**config.mk**
```make
export PLATFORM = sky130hd
export DESIGN_NAME = gf4096_mul_inv_dot_unit_flat
export DESIGN_NICKNAME = d
export VERILOG_FILES = /design/src/sv/gfmid_pkg.sv /design/src/sv/gfmid_if.sv /design/src/sv/gfmid_ctrl.sv /design/src/sv/gfmid_dp.sv /design/src/sv/gf4096_mul_inv_dot_unit.sv /design/src/flat_wrapper.sv
export SDC_FILE = /design/constraint.sdc
export NUM_CORES = 1
export LEC_CHECK = 0
export BUFFER_PORTS_ARGS = -buffer_cell sky130_fd_sc_hd__buf_4
export CORE_AREA = 2 2 103 105
export DETAILED_ROUTE_END_ITERATION = 10
export DIE_AREA = 0 0 105 107
export GPL_TIMING_DRIVEN = 0
export PLACE_DENSITY_LB_ADDON = 0.05
export SYNTH_ARGS = -nofsm -noshare
export SYNTH_HDL_FRONTEND = slang
export SYNTH_SLANG_ARGS = --single-unit
```
**constraint.sdc**
```tcl
create_clock -name clk -period 3.87 [get_ports clk]
set_input_delay 0.774 -clock clk [delete_from_list [all_inputs] [get_ports clk]]
set_output_delay 0.774 -clock clk [all_outputs]
set_load 0.02 [all_outputs]
```
**src/sv/gfmid_pkg.sv**
```systemverilog
package gfmid_pkg;

	localparam int FieldW = 12;
	localparam int OpW    = 2;

	// inverse = a^4094 via a fixed chain of 16 multiplier passes
	localparam int InvSteps = 16;
	localparam int StepW    = $clog2(InvSteps);
	localparam logic [StepW-1:0] LastStep = StepW'(InvSteps - 1);
	localparam logic [StepW-1:0] StepP3   = StepW'(1);
	localparam logic [StepW-1:0] StepP7   = StepW'(3);
	localparam logic [StepW-1:0] StepP15  = StepW'(5);
	localparam logic [StepW-1:0] StepP255 = StepW'(10);
	localparam logic [StepW-1:0] StepP2047 = StepW'(14);

	typedef logic [FieldW-1:0] field_t;

	typedef enum logic [OpW-1:0] {
		OP_MUL  = 2'd0,
		OP_INV  = 2'd1,
		OP_DOT  = 2'd2,
		OP_NONE = 2'd3
	} op_t;

	// second multiplier operand during the inverse chain
	typedef enum logic [1:0] {
		BSEL_SELF,
		BSEL_A,
		BSEL_T7,
		BSEL_T15
	} bsel_t;

	typedef struct packed {
		logic  start_inv;
		logic  inv_step;
		bsel_t bsel;
		logic  save7;
		logic  save15;
		logic  dot_step;
		logic  dot_last;
		logic  out_load;
		logic  out_acc;
	} dp_cmd_t;

	typedef struct packed {
		logic out_free;
	} dp_stat_t;

	// carry-less 12x12 product reduced by x^12 = x^3 + 1
	function automatic field_t gf_mul(input field_t a, input field_t b);
		logic [2*FieldW-2:0] prod;
		logic [FieldW-2:0]   hi;
		logic [1:0]          wrap;
		logic [FieldW+1:0]   fold;
		prod = '0;
		for (int i = 0; i < FieldW; i++) begin
			if (b[i]) begin
				prod = prod ^ ((2*FieldW-1)'(a) << i);
			end
		end
		hi   = prod[2*FieldW-2:FieldW];
		fold = (FieldW+2)'(hi) ^ ((FieldW+2)'(hi) << 3);
		wrap = fold[FieldW+1:FieldW];
		return prod[FieldW-1:0] ^ fold[FieldW-1:0]
			^ FieldW'(wrap) ^ (FieldW'(wrap) << 3);
	endfunction

endpackage

```
**src/sv/gfmid_if.sv**
```systemverilog
interface gfmid_in_if import gfmid_pkg::*; ();
	logic              valid;
	logic              ready;
	logic [OpW-1:0]    opcode;
	logic [FieldW-1:0] operand_a;
	logic [FieldW-1:0] operand_b;
	logic              last;

	modport source (output valid, output opcode, output operand_a, output operand_b,
		output last, input ready);
	modport sink (input valid, input opcode, input operand_a, input operand_b,
		input last, output ready);
endinterface

interface gfmid_out_if import gfmid_pkg::*; ();
	logic              valid;
	logic              ready;
	logic [FieldW-1:0] result;

	modport source (output valid, output result, input ready);
	modport sink (input valid, input result, output ready);
endinterface

```
**src/sv/gfmid_ctrl.sv**
```systemverilog
module gfmid_ctrl import gfmid_pkg::*; (
	input  logic           clk,
	input  logic           arst_n,
	input  logic           in_valid,
	input  logic [OpW-1:0] in_opcode,
	input  logic           in_last,
	output logic           in_ready,
	input  dp_stat_t       stat,
	output dp_cmd_t        cmd
);

	typedef enum logic {
		S_IDLE,
		S_INV
	} state_t;

	state_t           state_q;
	logic [StepW-1:0] step_q;
	logic             accept;
	op_t              op;

	assign op       = op_t'(in_opcode);
	assign in_ready = (state_q == S_IDLE) && stat.out_free;
	assign accept   = in_valid && in_ready;

	always_comb begin
		cmd = '0;
		cmd.bsel = BSEL_SELF;
		unique case (state_q)
			S_IDLE: begin
				if (accept) begin
					unique case (op)
						OP_MUL: cmd.out_load = 1'b1;
						OP_INV: cmd.start_inv = 1'b1;
						OP_DOT: begin
							cmd.dot_step = 1'b1;
							cmd.dot_last = in_last;
							cmd.out_load = in_last;
							cmd.out_acc  = 1'b1;
						end
						OP_NONE: ;
					endcase
				end
			end
			S_INV: begin
				// final pass writes the output register, so it waits for room
				cmd.inv_step = (step_q != LastStep) || stat.out_free;
				cmd.save7    = (step_q == StepP7);
				cmd.save15   = (step_q == StepP15);
				cmd.out_load = (step_q == LastStep) && stat.out_free;
				priority if (step_q == StepP255) begin
					cmd.bsel = BSEL_T15;
				end else if (step_q == StepP2047) begin
					cmd.bsel = BSEL_T7;
				end else if (step_q == StepP3 || step_q == StepP7 || step_q == StepP15) begin
					cmd.bsel = BSEL_A;
				end else begin
					cmd.bsel = BSEL_SELF;
				end
			end
		endcase
	end

	always_ff @(posedge clk or negedge arst_n) begin
		if (!arst_n) begin
			state_q <= S_IDLE;
			step_q  <= '0;
		end else begin
			unique case (state_q)
				S_IDLE: begin
					if (accept && op == OP_INV) begin
						state_q <= S_INV;
						step_q  <= '0;
					end
				end
				S_INV: begin
					if (cmd.inv_step) begin
						if (step_q == LastStep) begin
							state_q <= S_IDLE;
						end
						step_q <= step_q + StepW'(1);
					end
				end
			endcase
		end
	end

endmodule

```
**src/sv/gfmid_dp.sv**
```systemverilog
module gfmid_dp import gfmid_pkg::*; (
	input  logic        clk,
	input  logic        arst_n,
	input  dp_cmd_t     cmd,
	input  field_t      operand_a,
	input  field_t      operand_b,
	output dp_stat_t    stat,
	gfmid_out_if.source dout
);

	field_t a_q;
	field_t r_q;
	field_t t7_q;
	field_t t15_q;
	field_t acc_q;
	field_t res_q;
	logic   res_valid_q;
	field_t mul_a;
	field_t mul_b;
	field_t sel_b;
	field_t prod;

	always_comb begin
		unique case (cmd.bsel)
			BSEL_SELF: sel_b = r_q;
			BSEL_A:    sel_b = a_q;
			BSEL_T7:   sel_b = t7_q;
			BSEL_T15:  sel_b = t15_q;
		endcase
	end

	// one shared multiplier: input operands or the inverse chain
	assign mul_a = cmd.inv_step ? r_q : operand_a;
	assign mul_b = cmd.inv_step ? sel_b : operand_b;
	assign prod  = gf_mul(mul_a, mul_b);

	assign stat.out_free = !res_valid_q || dout.ready;
	assign dout.valid    = res_valid_q;
	assign dout.result   = res_q;

	always_ff @(posedge clk) begin
		if (cmd.start_inv) begin
			a_q <= operand_a;
			r_q <= operand_a;
		end else if (cmd.inv_step) begin
			r_q <= prod;
		end
		if (cmd.inv_step && cmd.save7) begin
			t7_q <= prod;
		end
		if (cmd.inv_step && cmd.save15) begin
			t15_q <= prod;
		end
		if (cmd.out_load) begin
			res_q <= cmd.out_acc ? (acc_q ^ prod) : prod;
		end
	end

	always_ff @(posedge clk or negedge arst_n) begin
		if (!arst_n) begin
			acc_q       <= '0;
			res_valid_q <= 1'b0;
		end else begin
			if (cmd.dot_step) begin
				acc_q <= cmd.dot_last ? '0 : (acc_q ^ prod);
			end
			if (cmd.out_load) begin
				res_valid_q <= 1'b1;
			end else if (dout.ready) begin
				res_valid_q <= 1'b0;
			end
		end
	end

endmodule

```
**src/sv/gf4096_mul_inv_dot_unit.sv**
```systemverilog
// GF(2^12) arithmetic unit, field polynomial x^12 + x^3 + 1.
// Channel din carries one transaction per operation: opcode, operand_a,
// operand_b, last. Channel dout carries result transactions.
// Multiply: one result, visible in the cycle after acceptance; one
// transaction per cycle while dout keeps up.
// Dot step: XORs a*b into an accumulator, one transaction per cycle while
// dout keeps up; the last step returns the sum next cycle and clears it.
// Inverse (a^4094, zero maps to zero): 16 passes through the single shared
// multiplier, the last one loading the output register; din is not ready
// meanwhile, so the next transaction is taken only after the last pass.
// Opcode 3 is dropped with no result and no state change.
// Results sit in one output register: outside an inverse, din stays ready
// while that register is empty or being drained in the same cycle; a
// stalled dout holds its transaction and back-pressures din. The last
// inverse pass waits likewise. Reset (arst_n low) clears the accumulator,
// the output register valid and the sequencer; no clearing pass is needed.
module gf4096_mul_inv_dot_unit import gfmid_pkg::*; (
	input  logic        clk,
	input  logic        arst_n,
	gfmid_in_if.sink    din,
	gfmid_out_if.source dout
);

	dp_cmd_t  cmd;
	dp_stat_t stat;
	logic     ready;

	assign din.ready = ready;

	gfmid_ctrl u_ctrl (
		.clk       (clk),
		.arst_n    (arst_n),
		.in_valid  (din.valid),
		.in_opcode (din.opcode),
		.in_last   (din.last),
		.in_ready  (ready),
		.stat      (stat),
		.cmd       (cmd)
	);

	gfmid_dp u_dp (
		.clk       (clk),
		.arst_n    (arst_n),
		.cmd       (cmd),
		.operand_a (din.operand_a),
		.operand_b (din.operand_b),
		.stat      (stat),
		.dout      (dout)
	);

endmodule

```
**src/flat_wrapper.sv**
```systemverilog
// flat-port wrapper written by rule: the top's interface ports become plain ports
module gf4096_mul_inv_dot_unit_flat import gfmid_pkg::*;
  (clk, arst_n, din_valid, din_opcode, din_operand_a, din_operand_b, din_last, din_ready, dout_valid, dout_result, dout_ready);
  gfmid_in_if din_i ();
  gfmid_out_if dout_i ();
  input  logic clk;
  input  logic arst_n;
  input wire logic [$bits(din_i.valid)-1:0] din_valid;
  input wire logic [$bits(din_i.opcode)-1:0] din_opcode;
  input wire logic [$bits(din_i.operand_a)-1:0] din_operand_a;
  input wire logic [$bits(din_i.operand_b)-1:0] din_operand_b;
  input wire logic [$bits(din_i.last)-1:0] din_last;
  output wire logic [$bits(din_i.ready)-1:0] din_ready;
  output wire logic [$bits(dout_i.valid)-1:0] dout_valid;
  output wire logic [$bits(dout_i.result)-1:0] dout_result;
  input wire logic [$bits(dout_i.ready)-1:0] dout_ready;
  assign din_i.valid = din_valid;
  assign din_i.opcode = din_opcode;
  assign din_i.operand_a = din_operand_a;
  assign din_i.operand_b = din_operand_b;
  assign din_i.last = din_last;
  assign din_ready = din_i.ready;
  assign dout_valid = dout_i.valid;
  assign dout_result = dout_i.result;
  assign dout_i.ready = dout_ready;
  gf4096_mul_inv_dot_unit u_core (.clk(clk), .arst_n(arst_n), .din(din_i), .dout(dout_i));
endmodule
```
==> summary.txt <==
Outcome
  • Status: finished, final reports clean

Routing
  • Routed vias: 4628
  • Routed WL: 16.2 mm
  • DR pass1 iterations: 5
  • Routed Antenna Nets: 0
  • WL/cell: 20.0 microns
  • Iteration-0 DRC Markers: 416
  • Vias per Instance: 5.71
  • DR DRC count: 0

Floorplanning
  • Die area: 11200 sq um
  • Core ar.: 10100 sq um
  • Row count: 37
  • Starting Density: 58.2%
  • DIE WIDTH: 105 microns
  • # IOs: 45
  • Die Height: 107 microns

GRT
  • Vias in the first global route: 4549
  • Total GRT Usage: 29.4%
  • Gr ovfl total: 0
  • Initial antenna violation count: 0
  • Largest net degree at the start of global routing: 22
  • First-pass GRT wire length: 24.9 mm

STA
  • Worst slew margin: 13.4%
  • F_max: 264 MHz
  • Pins Over Slew Limit: 0
  • Fin Clk Skew: 0.00875 ns
  • Period minus WS final: 3.79 ns
  • Final Setup Violations: 0
  • Slew @ Worst Pin: 1.29 ns
  • Hold Violations, Final: 0
  • Final worst path period share: 97.8%

Synth
  • Unique masters post-synth: 51
  • #FFs+latches synth: 78
  • Simple-Gate Fraction of Synth Area: 17.0%
  • Register area share after synthesis: 38.3%
  • Ys Warns: 0
  • Multiplexer share of the synthesized area: 4.75%
  • XOR/XNOR share of the synthesized area: 26.0%
  • Avg Cell Area, Syn: 9.89 sq um
  • Largest family of logic cells by synthesized area: XOR/XNOR gates
  • Ys async rst share: 23.1%
  • Prevailing post-synth register cell: edfxtp_1
  • Synthesized area: 5880 sq um
  • EDFF count, synth: 60
  • Post-synthesis adder-cell area fraction: 0.639%
  • Area fraction in compound gates after synthesis: 8.65%
  • Synth Instances: 594
  • Syn Nets: 628

Placement
  • Gpl congestion: 0.887
  • Port-buffer cells: 44
  • Placed inst area: 6380 sq um
  • Placed wire-length estimate: 11.1 mm

Setup path
  • CP Capture Type: flip-flop
  • WS Path Type: reg2reg
  • Crit start category: flip-flop
  • Worst Path Required: 3.97 ns
  • Max FO, Critical Path: 10
  • Worst Path Arrival: 3.89 ns
  • R2R cell count: 15

Finish
  • N_diodes: 0
  • Commonest non-fill, non-tap cell in the layout: nor2_1
  • Final nets: 703
  • Fin area: 7000 sq um
  • Commonest non-fill, non-tap cells in the layout: nor2_1, xnor2_1, buf_4
  • Layout cell share with drive strength beyond 1: 25.7%
  • Area growth from synthesis to layout: 19.1%

CTS
  • CTS Buffer Depth: 2
  • CTS H-tree lvls: 3
  • Clk_lat worst skew: 0.36 ns
  • CTS tree: built
  • CTS Root Cell: clkbuf_8
  • Cts bufs inserted: 9
  • Clock Sinks: 78
  • Hold Buf Count CTS: 0
  • Worst-path clk slew: 0.08 ns

Flow run
  • Max Cap Violations: 0

Min path
  • Hold Crit Class: in2async
[synth_stat cells (all sizes together), types with 3 or more instances]
cell	count	share of area, %
nor2b	5	0.57
xnor3	17	6.5
edfxtp	60	31
a221o	10	1.7
clkbuf	13	0.83
dfrtp	18	7.7
buf	28	3.2
nand2b	5	0.53
nor3	10	0.85
nand2	37	2.4
mux2i	14	2.4
a222oi	7	1.2
o21ai	14	1.3
mux2	12	2.3
xnor2	94	15
ha	3	0.64
o21a	6	0.77
xor2	27	4.6
a221oi	4	0.81
inv	9	0.57
a21oi	3	0.32
a2bb2oi	4	0.92
nor3b	8	1.0
nor2	168	11
[worst paths after layout]
kind                                                      from                                   to  slack, ns
hold / removal                                          arst_n     u_core.u_dp.acc_q[0]$_DFFE_PN0P_       0.29
hold reg to reg              u_core.u_dp.acc_q[11]$_DFFE_PN0P_    u_core.u_dp.acc_q[11]$_DFFE_PN0P_       0.55
setup / recovery           u_core.u_ctrl.step_q[1]$_DFFE_PN0P_         u_core.u_dp.r_q[3]$_DFFE_PP_       0.08
setup reg to reg           u_core.u_ctrl.step_q[1]$_DFFE_PN0P_         u_core.u_dp.r_q[3]$_DFFE_PP_       0.08
max in group asynchronous                               arst_n  u_core.u_ctrl.step_q[0]$_DFFE_PN0P_       3.35
min in group clk             u_core.u_dp.acc_q[11]$_DFFE_PN0P_    u_core.u_dp.acc_q[11]$_DFFE_PN0P_       0.55
[metrics by stage]
stage | setup WS [ns] | instances | hold WS [ns] | setup TNS [ns] | utilization (%)
5_1_grt | -0.0388 | 810 | 0.284 | -0.181 | 69.4
3_5_place_dp | -0.855 | 775 | 0.524 | -29.20 | 63.3
3_3_place_gp | -0.729 | 774 | 0.510 | -24.60 | 63.2
2_1_floorplan | 0.258 | 594 | 0.478 | 0 | -
4_1_cts | 0.000680 | 797 | 0.281 | 0 | 67.4
6_report | 0.0847 | 810 | 0.286 | 0 | 69.4
[cell type report]
cell class,instances,area (sq um)
buffer,41,275
inverter,9,33.8
multi-input combinational,466,3590
clock buffer,12,135
tap,136,170
sequential,78,2250
timing repair buffer,64,493
clock inverter,4,47.5
fill,836,3090
[timing repair]
| item | CTS | global route |
|---|---|---|
| pin swaps | 8 | 15 |
| setup endpoints to repair | 55 | 41 |
| gates resized for setup | 34 | 31 |
| gates cloned | 0 | 0 |
| buffers inserted | 6 | 13 |
| hold endpoints to repair | 0 | 0 |
[routing by layer]
| metal | global-route usage (%) | wire length, microns | vias up |
|---|---|---|---|
| met5 | 0 | 0 | - |
| met4 | 12.5 | 417 | 0 |
| met3 | 4.26 | 1190 | 22 |
| met2 | 48.0 | 7960 | 180 |
| met1 | 39.5 | 6650 | 2275 |
| li1 | - | - | 2151 |
[worst max-delay path, stage by stage, from the launching register on]
cell and delay [ns]:
dfrtp_1 0.42, inv_1 0.10, ha_1 0.27, o311ai_4 0.39
buf_6 0.22, a222oi_1 0.11, buf_4 0.16, a211oi_2 0.25
xnor2_1 0.17, xnor3_1 0.25, xnor3_2 0.31, xnor2_1 0.43
xnor2_4 0.16, buf_4 0.18, nand2_1 0.06, nand2_1 0.06
[cells by family (layout without fill, tap and decap cells)]
logic type	after synthesis	after routing
DFF	78	78
buffers and inverters	50	130
AOI/OAI and AO/OA	59	59
and+or+nand+nor	240	240
xor gates and xnor gates	138	138
adders and majority gates	3	3
muxes	26	26
[registers in the layout, indices dropped and copies added (netlist names)]
register	count
u_core.u_dp.r_q	12
u_core.u_dp.a_q	12
u_core.u_dp.t7_q	12
u_core.u_ctrl.state_q	1
u_core.u_dp.dout.valid	1
u_core.u_ctrl.step_q	4
u_core.u_dp.t15_q	12
u_core.u_dp.dout.result	12
u_core.u_dp.acc_q	12
Power is left out: the tool's default activity adds up to more than one toggle a clock period on the data nets, which glitch-free logic cannot reach.
